### src/hw/rtl/mbas_pkg.sv
// ----------------------------------------------------------------------------
// mbas_pkg
// Shared types, constants and tables of the multi-background alpha split.
// ----------------------------------------------------------------------------
`default_nettype none

package mbas_pkg;

  localparam int unsigned BgCount = 9;
  localparam int unsigned ChanCount = 3;
  localparam logic [15:0] FullPm = 16'd65025;
  localparam int unsigned CommonDen = 2520;
  // 3 * 65025 * 2520
  localparam logic [28:0] ThreeDen = 29'd491589000;
  // 65025 * 2520 / 85
  localparam logic [20:0] AlphaDiv = 21'd1927800;
  // floor(2^48 / AlphaDiv)
  localparam logic [27:0] AlphaRecip = 28'd146008391;
  localparam int unsigned RecipShift = 48;
  // floor(x / 255) = (x * 32897) >> 23 for 16-bit x
  localparam logic [15:0] Div255Mul = 16'd32897;
  localparam int unsigned Div255Shift = 23;

  typedef struct packed {
    logic [31:0] sample_bg8;
    logic [31:0] sample_bg7;
    logic [31:0] sample_bg6;
    logic [31:0] sample_bg5;
    logic [31:0] sample_bg4;
    logic [31:0] sample_bg3;
    logic [31:0] sample_bg2;
    logic [31:0] sample_bg1;
    logic [31:0] sample_bg0;
  } in_t;

  typedef struct packed {
    logic [7:0] add_blue;
    logic [7:0] add_green;
    logic [7:0] add_red;
    logic [7:0] blend_alpha;
  } out_t;

  typedef struct packed {
    logic s1_en;
    logic s2_en;
  } lane_ctrl_t;

  typedef struct packed {
    logic s3_en;
    logic s4_en;
    logic s5_en;
  } merge_ctrl_t;

  // slope scale for the first full background idx; idx 9 means none full
  function automatic logic [14:0] slope_factor(input logic [3:0] idx);
    logic [14:0] f;
    case (idx)
      4'd0:    f = 15'd22680;
      4'd1:    f = 15'd11340;
      4'd2:    f = 15'd7560;
      4'd3:    f = 15'd5670;
      4'd4:    f = 15'd4536;
      4'd5:    f = 15'd3780;
      4'd6:    f = 15'd3240;
      4'd7:    f = 15'd2835;
      4'd8:    f = 15'd2520;
      default: f = 15'(CommonDen);
    endcase
    return f;
  endfunction

endpackage

`default_nettype wire

### src/hw/rtl/mbas_merge.sv
// ----------------------------------------------------------------------------
// mbas_merge
// Sums the lane slopes and scales the result into the clamped blend alpha.
// ----------------------------------------------------------------------------
`default_nettype none

module mbas_merge (
  input  wire logic                      clk_i,
  input  wire mbas_pkg::merge_ctrl_t     ctrl_i,
  input  wire logic signed [2:0][31:0]   slope_i,
  input  wire logic [2:0][7:0]           add_i,
  output mbas_pkg::out_t                 out_o
);

  logic signed [33:0] sum;
  logic signed [34:0] t_full;
  logic [28:0] t3_q, t4_q;
  logic        hi3_q, lo3_q, hi4_q, lo4_q;
  logic [2:0][7:0] add3_q, add4_q;
  logic [56:0] prod_q;
  logic [7:0]  q_est, q_fix;
  logic [28:0] qd, rem;
  mbas_pkg::out_t out_d, out_q;

  always_comb begin
    sum = 34'($signed(slope_i[0])) + 34'($signed(slope_i[1])) + 34'($signed(slope_i[2]));
    t_full = $signed({6'd0, mbas_pkg::ThreeDen}) - 35'(sum);
  end

  always_ff @(posedge clk_i) begin
    if (ctrl_i.s3_en) begin
      t3_q   <= t_full[28:0];
      hi3_q  <= (sum <= 34'sd0);
      lo3_q  <= (t_full <= 35'sd0);
      add3_q <= add_i;
    end
  end

  always_ff @(posedge clk_i) begin
    if (ctrl_i.s4_en) begin
      prod_q <= t3_q * mbas_pkg::AlphaRecip;
      t4_q   <= t3_q;
      hi4_q  <= hi3_q;
      lo4_q  <= lo3_q;
      add4_q <= add3_q;
    end
  end

  always_comb begin
    q_est = prod_q[mbas_pkg::RecipShift +: 8];
    qd    = q_est * mbas_pkg::AlphaDiv;
    rem   = t4_q - qd;
    q_fix = (rem >= 29'(mbas_pkg::AlphaDiv)) ? q_est + 8'd1 : q_est;
    out_d.blend_alpha = hi4_q ? 8'd255 : (lo4_q ? 8'd0 : q_fix);
    out_d.add_red     = add4_q[0];
    out_d.add_green   = add4_q[1];
    out_d.add_blue    = add4_q[2];
  end

  always_ff @(posedge clk_i) begin
    if (ctrl_i.s5_en) begin
      out_q <= out_d;
    end
  end

  assign out_o = out_q;

endmodule

`default_nettype wire

### config.mk
export PLATFORM = sky130hd
export DESIGN_NAME = mbas_merge
export DESIGN_NICKNAME = d
export VERILOG_FILES = /design/src/hw/rtl/mbas_pkg.sv /design/src/hw/rtl/mbas_merge.sv
export SDC_FILE = /design/constraint.sdc
export NUM_CORES = 1
export LEC_CHECK = 0
export ABC_AREA = 1
export BUFFER_PORTS_ARGS = -buffer_cell sky130_fd_sc_hd__clkbuf_2
export CAP_MARGIN = 25
export CELL_PAD_IN_SITES_DETAIL_PLACEMENT = 1
export CELL_PAD_IN_SITES_GLOBAL_PLACEMENT = 2
export CORE_MARGIN = 2
export CORE_UTILIZATION = 40
export DETAILED_ROUTE_END_ITERATION = 8
export PLACE_DENSITY = 0.82
export SETUP_SLACK_MARGIN = 0.3
export SLEW_MARGIN = 20
export SYNTH_ARGS = -nofsm -noshare
export SYNTH_HDL_FRONTEND = slang
export SYNTH_SLANG_ARGS = --single-unit
### constraint.sdc
create_clock -name clk_i -period 8.6 [get_ports clk_i]
set_input_delay 1.72 -clock clk_i [delete_from_list [all_inputs] [get_ports clk_i]]
set_output_delay 1.72 -clock clk_i [all_outputs]
set_load 0.1 [all_outputs]
==> flow_summary.ini <==
[detailed_routing]
drcViolationCount = 0
postRouteAntennaNets = 0
wl_per_cell_um = 19.9
drt_wl_total_um = 82600
vias_per_cell = 5.04
first_iter_violations = 946
drtPass1Iterations = 5
route.vias.total = 20908

[clock_network]
postCtsSetupRepairBufs = 0
cts.sinks = 147
cts_htree_levels = 4
cts_tree = yes
cts_made_buffers = 17
cts_max_path_buffers = 2
ctsHoldBuffers = 0
root_buffer = clkbuf_16
ctsResizeCount = 0
clk_latency_ns = 0.46
clk_pin_slew_ns = 0.07

[global_routing]
use_met3 = 0.0298
grt_pass1_vias = 23655
grt_max_degree = 61
grt.busiest_layer = met2
grt_use_met1 = 0.322
antenna_found_initial = 1
grtUsageMet2 = 0.435
grt_usage = 0.245
grt_pass1_wl_um = 131000
overflow = 0

[sta]
period_share = 0.858
tns_ns = 0
timing.hold.ws_ns = 0.419
finalSetupViolations = 0
slew_viol_final = 0
fin_skew_ns = 0.0141
relSlewSlack = 0.368
tightest_slew_ns = 0.948
fmax_mhz = 136
hold_violations = 0
period_minus_slack_ns = 7.38
rsz0062_at_grt = no

[yosys]
synth_compound_area_frac = 0.0506
ys_warn_count = 0
synth_xor_area_frac = 0.0217
ys_ff_latch = 147
synthTopCellsByArea = fa_1, ha_1, edfxtp_1
synth_common_cells = inv_1, nand2_1, ha_1
synth_top_area_share = 0.297
ys_seq_area_frac = 0.163
yosysTopAreaCell = fa_1
synthCells = 3075
syn_area_um2 = 27000
synth_cell_types = 47
async_flop_share = 0
synth_top_family_by_area = adder cells
synth-simple-area-share = 0.156
synthMuxAreaShare = 0
synthAdderAreaFrac = 0.494
synth_edf_count = 147
yosysMostFrequentCell = inv_1
avgSynthCellArea_um2 = 8.79
syn-num-nets = 4025
ys.flop_type = edfxtp_1

[critical_path]
path_max_fanout = 9
critical_path.max_stage_delay_ns = 0.62
arrival_ns = 7.58
crit_top_cell = nand2_1
cp_slowest_cell = fa_1
reg2reg_slack_ns = 1.22
critPathKind = flip-flop to flip-flop
end_kind = flip-flop
crit_path_start_kind = flip-flop
worstPathRequired_ns = 8.80

[finish]
fin_nets = 4213
syn_to_final_growth_pct = 9.59
drive_gt1_frac = 0.0812
n_antenna_cell = 0

[floorplanning]
pin_count = 156
initial_utilization = 0.403
core_um2 = 67000
die-area_um2 = 69700
die_h_um = 264
die-width_um = 264
rows = 95

[hold_path]
hp-class = flip-flop to flip-flop

[place]
gp_congestion = 0.918
io_buffers = 155
dp_hpwl_um = 72700

[job]
drv_cap = 0

[outcome]
status = finished clean
final cells by class:
type                    instances  area (um2)
clock buffers                  18         429
clock inverters                14         194
fillers                      7996       37400
inverters                     827        3100
multi-input cells            2100       19500
flip-flops and latches        147        4410
well taps                     873        1090
repair buffers                170         888
routing by layer:
layer	share of wire	vias to the layer above
met1	0.45	10496
met3	0.038	67
met2	0.50	394
li1	-	9951
met4	0.017	0
met5	0	-
kinds of logic (layout without fill, tap and decap cells):
kind of cell / count (synthesis) / in the layout
buffers and inverters: 828 / 1029
adders and majority gates: 826 / 826
and+or+nand+nor: 965 / 965
DFF: 147 / 147
xor gates and xnor gates: 67 / 67
AOI/OAI and AO/OA: 242 / 242
flip-flops by register name, summed over array words and instances, names as in the netlist:
name    cells
out_o      32
t3_q       29
t4_q       26
add3_q     24
add4_q     24
prod_q      8
hi3_q       1
hi4_q       1
lo3_q       1
lo4_q       1
stage by stage:
stage | std cells | setup WS, ns | cell area, um2 | utilization
after floorplan | 3075 | 2.14 | 27000 | -
after global placement | 4117 | 1.50 | 29000 | 0.433
after detailed placement | 4117 | 1.22 | 29000 | 0.433
after CTS | 4149 | 1.18 | 29600 | 0.442
after global routing | 4149 | 0.533 | 29600 | 0.442
final | 4149 | 1.22 | 29600 | 0.442
worst paths after layout:
kind,from,endpoint,depth (start not counted)
max,prod_q[53],out_o[4],31
min,add3_q[22],add4_q[22],0
max reg2reg,prod_q[53],out_o[4],31
min reg2reg,add3_q[22],add4_q[22],0
critical path: cells and delay by family (launching register included):
family	cells	cell delay, ns
XOR/XNOR	2	0.28
AND/OR/NAND/NOR	14	1.93
buffers and inverters	4	0.24
AO/OA/AOI/OAI	5	1.26
adder cells (fa/ha/maj)	6	2.86
flip-flops	1	0.55
cells in the final DEF, fill, tap and decap left out, types with 4 or more instances in the layout:
master	count
inv_1	826
nand2_1	545
ha_1	425
fa_1	401
clkbuf_2	155
nor2_1	152
edfxtp_1	147
nand3_1	124
a21oi_1	119
o21ai_0	55
xor2_1	44
nand4_1	34
nand2_2	29
nor3_1	24
xnor2_1	23
clkbuf_16	17
buf_4	15
nor2_2	13
a31oi_1	11
o21a_1	10
a21o_1	9
nand3b_1	8
nor2_4	7
and2_1	7
o21ai_1	7
nand3_2	6
o21bai_1	6
a21boi_0	5
nor4_1	5
a211oi_1	4
o221ai_1	4
Power is not shown: default switching activity piles up to over one toggle a cycle in this logic, so the estimate is an artifact.
