--- config.mk ---
export PLATFORM = sky130hd
export DESIGN_NAME = mbas_lane
export DESIGN_NICKNAME = d
export VERILOG_FILES = /design/src/hw/rtl/mbas_pkg.sv /design/src/hw/rtl/mbas_lane.sv
export SDC_FILE = /design/constraint.sdc
export NUM_CORES = 2
export LEC_CHECK = 0
export ABC_CLOCK_PERIOD_IN_PS = 10280
export BUFFER_PORTS_ARGS = -buffer_cell sky130_fd_sc_hd__clkbuf_2
export CORE_MARGIN = 3
export CORE_UTILIZATION = 59
export DETAILED_ROUTE_END_ITERATION = 10
export HOLD_SLACK_MARGIN = 0.1
export PLACE_DENSITY = 0.91
export SYNTH_ARGS = -nofsm -noshare
export SYNTH_HDL_FRONTEND = slang
export SYNTH_SLANG_ARGS = --single-unit
--- constraint.sdc ---
create_clock -name clk_i -period 10.28 [get_ports clk_i]
set_clock_uncertainty 0.2 [all_clocks]
set_input_delay 2.056 -clock clk_i [delete_from_list [all_inputs] [get_ports clk_i]]
set_output_delay 2.056 -clock clk_i [all_outputs]
set_load 0.005 [all_outputs]
--- src/hw/rtl/mbas_pkg.sv ---
// ----------------------------------------------------------------------------
// mbas_pkg
// Shared types, constants and tables of the multi-background alpha split.
// ----------------------------------------------------------------------------
`default_nettype none

package mbas_pkg;

  localparam int unsigned BgCount = 9;
  localparam int unsigned ChanCount = 3;
  localparam logic [15:0] FullPm = 16'd65025;
  localparam int unsigned CommonDen = 2520;
  // 3 * 65025 * 2520
  localparam logic [28:0] ThreeDen = 29'd491589000;
  // 65025 * 2520 / 85
  localparam logic [20:0] AlphaDiv = 21'd1927800;
  // floor(2^48 / AlphaDiv)
  localparam logic [27:0] AlphaRecip = 28'd146008391;
  localparam int unsigned RecipShift = 48;
  // floor(x / 255) = (x * 32897) >> 23 for 16-bit x
  localparam logic [15:0] Div255Mul = 16'd32897;
  localparam int unsigned Div255Shift = 23;

  typedef struct packed {
    logic [31:0] sample_bg8;
    logic [31:0] sample_bg7;
    logic [31:0] sample_bg6;
    logic [31:0] sample_bg5;
    logic [31:0] sample_bg4;
    logic [31:0] sample_bg3;
    logic [31:0] sample_bg2;
    logic [31:0] sample_bg1;
    logic [31:0] sample_bg0;
  } in_t;

  typedef struct packed {
    logic [7:0] add_blue;
    logic [7:0] add_green;
    logic [7:0] add_red;
    logic [7:0] blend_alpha;
  } out_t;

  typedef struct packed {
    logic s1_en;
    logic s2_en;
  } lane_ctrl_t;

  typedef struct packed {
    logic s3_en;
    logic s4_en;
    logic s5_en;
  } merge_ctrl_t;

  // slope scale for the first full background idx; idx 9 means none full
  function automatic logic [14:0] slope_factor(input logic [3:0] idx);
    logic [14:0] f;
    case (idx)
      4'd0:    f = 15'd22680;
      4'd1:    f = 15'd11340;
      4'd2:    f = 15'd7560;
      4'd3:    f = 15'd5670;
      4'd4:    f = 15'd4536;
      4'd5:    f = 15'd3780;
      4'd6:    f = 15'd3240;
      4'd7:    f = 15'd2835;
      4'd8:    f = 15'd2520;
      default: f = 15'(CommonDen);
    endcase
    return f;
  endfunction

endpackage

`default_nettype wire

--- src/hw/rtl/mbas_lane.sv ---
// ----------------------------------------------------------------------------
// mbas_lane
// One color channel: premultiply, find first full background, form slope and add value.
// ----------------------------------------------------------------------------
`default_nettype none

module mbas_lane (
  input  wire logic                      clk_i,
  input  wire mbas_pkg::lane_ctrl_t      ctrl_i,
  input  wire logic [8:0][7:0]           col_i,
  input  wire logic [8:0][7:0]           alpha_i,
  output logic signed [31:0]             slope_o,
  output logic [7:0]                     add_o
);

  logic [8:0][15:0] pm_q;
  logic [3:0]       sel;
  logic [15:0]      pm_sel;
  logic signed [16:0] diff;
  logic signed [31:0] slope_d, slope_q;
  logic [31:0]      add_prod;
  logic [7:0]       add_d, add_q;

  always_ff @(posedge clk_i) begin
    if (ctrl_i.s1_en) begin
      for (int j = 0; j < 9; j++) begin
        pm_q[j] <= col_i[j] * alpha_i[j];
      end
    end
  end

  always_comb begin
    sel = 4'd9;
    for (int j = 8; j >= 0; j--) begin
      if (pm_q[j] == mbas_pkg::FullPm) begin
        sel = 4'(j);
      end
    end
    pm_sel   = (sel == 4'd9) ? pm_q[8] : pm_q[sel];
    diff     = $signed({1'b0, pm_sel}) - $signed({1'b0, pm_q[0]});
    slope_d  = 32'(diff) * $signed({17'd0, mbas_pkg::slope_factor(sel)});
    add_prod = pm_q[0] * mbas_pkg::Div255Mul;
    add_d    = add_prod[mbas_pkg::Div255Shift +: 8];
  end

  always_ff @(posedge clk_i) begin
    if (ctrl_i.s2_en) begin
      slope_q <= slope_d;
      add_q   <= add_d;
    end
  end

  assign slope_o = slope_q;
  assign add_o   = add_q;

endmodule

`default_nettype wire

==> results.md <==
Run status:
- The final reports fail on setup timing.
- The flow ran to the end, but the final reports show violations.

Clocking:
- TritonCTS created 17 clock buffers.
- The later pin in the worst-skew pair is clocked with a latency of 480 ps.
- TritonCTS built the clock tree.
- The cell at the root of the clock tree is sky130_fd_sc_hd__clkbuf_16.
- The H-tree depth is 4.
- After clock tree synthesis, the clock-pin slew on the worst setup and hold paths is 80 ps.
- The maximum buffer depth of the clock tree is 2.
- The clock net in this run drives a total of 184 sinks.

Worst setup path:
- Data arrives at the worst endpoint at 10,450 ps.
- The highest-delay cell along the critical path is sky130_fd_sc_hd__or4b_4.
- STA classifies the critical path startpoint as a flop.
- The most numerous cell type found on the critical path is sky130_fd_sc_hd__fa_1.
- For the worst setup path, the data required time is 10,320 ps.
- Of all nets on the critical path, the largest fanout is 6.
- The critical path's largest stage delay is 560 ps.
- The worst setup path is captured at a flop.
- The category of the critical setup timing path is reg -> reg.

Cells and area:
- The final net count is 5,211.
- Once layout is complete, the utilization of the core stands at 0.6656.
- The count of filler cells inserted in the layout is 4,296.
- The post-route cell area is 39,430 um^2.
- In the final layout, the share of cells above drive strength 1 is 0.1179.
- The signed area change from the synthesized netlist to the final layout is 11.05%.

Logic synthesis:
- The share of the Yosys chip area taken by registers is 0.1556.
- The number of nets in the synthesized netlist is 4,904.
- The flip-flop and latch count after synthesis is 184.
- The synthesized design contains 184 enable-type register cells.
- In the synthesized netlist, the number of instances is 3,692.
- Of all flip-flops after synthesis, the portion carrying an async set or reset was 0.
- The most used flip-flop cell after synthesis is sky130_fd_sc_hd__edfxtp_1.
- The cell area after technology mapping is 35,510 um^2.
- After synthesis, the mean cell area works out to 9.618 um^2.
- The number of distinct library cells after synthesis is 86.
- The Yosys step of the flow raised 0 warnings.

Drt:
- The number of DRC markers after the initial detailed-route iteration is 1,962.
- After detailed routing, the number of remaining DRC violations is 0.
- In the final routed layout, each cell accounts on average for 17.50 um.
- The routed wire length is 83.83 mm.
- For this block, the via count after detailed routing is 27,230.
- The number of nets with antenna violations after detailed routing is 0.
- The length of the first detailed-routing pass in iterations is 8.
- The average vias per placed instance is 5.685.

STA:
- The fraction of the cycle the final worst path needs is 1.013.
- After layout, the minimum clock period comes to 10,410 ps.
- At the pin with the least slew margin, the transition time is 1054 ps.
- Setup repair after global routing could not meet its margin everywhere.
- The total count of max-transition violations in the final report is 0.
- The maximum achievable frequency is 96.06 MHz.
- Adding up every negative setup slack in the final design gives -361.3 ps.
- The final count of negative-setup-slack endpoints is 4.
- The least setup slack across all paths after layout is -130.5 ps.
- The worst-case headroom to the max-slew limit is 0.2972.
- The number of hold violations in the final report is 0.

Global route:
- The total congestion overflow is 0.
- Across every metal layer, demand over resource in global routing totals 0.2662.
- The number of global-route vias before repair is 29,430.
- The global-route wire length before repair is 137.3 mm.
- The pin count of the biggest net entering global routing is 84.
- The number of antenna violations at the first check in global routing is 12.

Die:
- The height of the die is 251.3 um.
- The floorplan core area is 59,240 um^2.
- For this configuration, the core starts out at a cell density of 0.5994.
- The die is 251.3 um wide.
- The initialized floorplan defines 89 standard-cell rows.
- The die covers 63,160 um^2.
- The I/O pin count is 187.

Placement:
- The congestion estimate from routability-driven global placement came to 0.9507.
- The HPWL after detailed placement is 66.26 mm.
- Input and output buffers added on the ports amount to 186.
- In this run the cell area measured after placement is 38,050 um^2.

Hold path:
- The class of the worst hold path is reg -> reg.

Flow run:
- The tool flagged a number of max-cap violations equal to 0.
worst paths after layout:
check / slack [ps] / endpoint / depth (start not counted) / from
max reg2reg: -130 / slope_o[30] / 39 / pm_q[103]
min: 660 / add_o[7] / 2 / pm_q[15]
max: -130 / slope_o[30] / 39 / pm_q[103]
min reg2reg: 660 / add_o[7] / 2 / pm_q[15]
per-stage QoR:
| stage | worst slack [ps] | cells | hold WS [ps] |
|---|---|---|---|
| 2_1_floorplan | 73.33 | 3692 | 462.0 |
| 3_3_place_gp | -16.50 | 4722 | 622.7 |
| 3_5_place_dp | -372.6 | 4722 | 618.2 |
| 4_1_cts | -17.28 | 4761 | 632.1 |
| 5_1_grt | -461.2 | 4788 | 717.8 |
| 6_report | -130.5 | 4790 | 664.0 |
timing repair:
action / CTS / global route
hold buffers: 0 / 0
endpoints found under the setup margin: 6 / 15
buffers inserted: 8 / 23
pin swaps: 4 / 84
resized for setup: 22 / 83
flip-flops by register name (all words and copies together) (netlist names):
signal and cells:
add_o 8, slope_o 32, pm_q 144
per-layer routing:
metal | track usage | routed length [um]
met5 | 0 | 78
met4 | 0.1149 | 4113
met3 | 0.05597 | 6038
met2 | 0.4748 | 42440
met1 | 0.3113 | 31150
cells in the mapped netlist (all sizes together) (8+ instances only):
| master | number | area, um^2 |
|---|---|---|
| a211oi | 10 | 75.07 |
| fa | 573 | 11470 |
| o2111ai | 15 | 131.4 |
| a31oi | 16 | 100.1 |
| clkbuf | 16 | 60.06 |
| and2 | 328 | 2054 |
| nand3 | 27 | 135.1 |
| o21ai | 67 | 354.1 |
| nand2 | 458 | 1729 |
| ha | 492 | 6156 |
| xnor2 | 130 | 1146 |
| inv | 743 | 2791 |
| buf | 17 | 103.8 |
| nor2b | 31 | 198.9 |
| or3 | 13 | 81.33 |
| nand2b | 24 | 157.6 |
| a21o | 30 | 225.2 |
| nor2 | 207 | 794.5 |
| nor4 | 10 | 98.84 |
| o21bai | 8 | 60.06 |
| nand4 | 10 | 62.56 |
| nor3 | 27 | 135.1 |
| or2 | 12 | 75.08 |
| edfxtp | 184 | 5525 |
| a21boi | 20 | 153.9 |
| a21oi | 91 | 463.0 |
| and3 | 15 | 93.84 |
| xor2 | 34 | 305.3 |
| o21a | 13 | 98.85 |
critical path: cells and delay by family, from the launching register on:
| family | cells | cell delay, ps |
|---|---|---|
| AOI/OAI and AO/OA | 16 | 3220 |
| xor gates and xnor gates | 1 | 240 |
| adders and majority gates | 10 | 3980 |
| buffers and inverters | 5 | 400 |
| DFF | 1 | 380 |
| and+or+nand+nor | 7 | 1740 |
final cells by class:
cell class	count	area, um^2	share of cell area
multi-input combinational	2731	27540	0.6984
sequential	184	5525	0.1401
inverter	744	2795	0.07088
timing repair buffer	321	1986	0.05035
tap	773	967.2	0.02453
clock buffer	17	425.4	0.01079
clock inverter	14	178.9	0.004537
antenna	6	15.01	0.0003807
cell families (layout without fill, tap and decap cells):
family	after synthesis	after routing	synth area share
flops	184	184	0.1556
buf+inv	777	1096	0.08333
mux	1	1	0.0006342
xor+xnor	164	164	0.04087
other cells	0	6	0
compound gates	308	308	0.05691
fa+ha+maj	1069	1069	0.4975
simple gates	1189	1189	0.1651
cell usage in the layout, fill, tap and decap left out, types with 7 or more instances in the layout:
master and count:
sky130_fd_sc_hd__inv_1 738, sky130_fd_sc_hd__fa_1 561, sky130_fd_sc_hd__ha_1 481, sky130_fd_sc_hd__nand2_1 450, sky130_fd_sc_hd__and2_1 327, sky130_fd_sc_hd__nor2_1 198, sky130_fd_sc_hd__clkbuf_2 185, sky130_fd_sc_hd__edfxtp_1 184
sky130_fd_sc_hd__buf_4 128, sky130_fd_sc_hd__xnor2_1 124, sky130_fd_sc_hd__a21oi_1 77, sky130_fd_sc_hd__o21ai_0 59, sky130_fd_sc_hd__xor2_1 31, sky130_fd_sc_hd__a21o_1 30, sky130_fd_sc_hd__nor2b_1 28, sky130_fd_sc_hd__nand3_1 26
sky130_fd_sc_hd__nor3_1 26, sky130_fd_sc_hd__nand2b_1 22, sky130_fd_sc_hd__a21boi_0 17, sky130_fd_sc_hd__clkbuf_16 17, sky130_fd_sc_hd__o2111ai_1 15, sky130_fd_sc_hd__and3_1 13, sky130_fd_sc_hd__a31oi_1 13, sky130_fd_sc_hd__or3_1 12
sky130_fd_sc_hd__o21a_1 12, sky130_fd_sc_hd__a21oi_2 12, sky130_fd_sc_hd__fa_2 12, sky130_fd_sc_hd__or2_2 10, sky130_fd_sc_hd__nand4_1 10, sky130_fd_sc_hd__a211oi_1 8, sky130_fd_sc_hd__ha_4 8, sky130_fd_sc_hd__nor4_1 7
sky130_fd_sc_hd__nor2_2 7, sky130_fd_sc_hd__o21bai_1 7, sky130_fd_sc_hd__buf_6 7
Power is left out: the tool's default activity adds up to more than one toggle a clock period on the data nets, which glitch-free logic cannot reach.
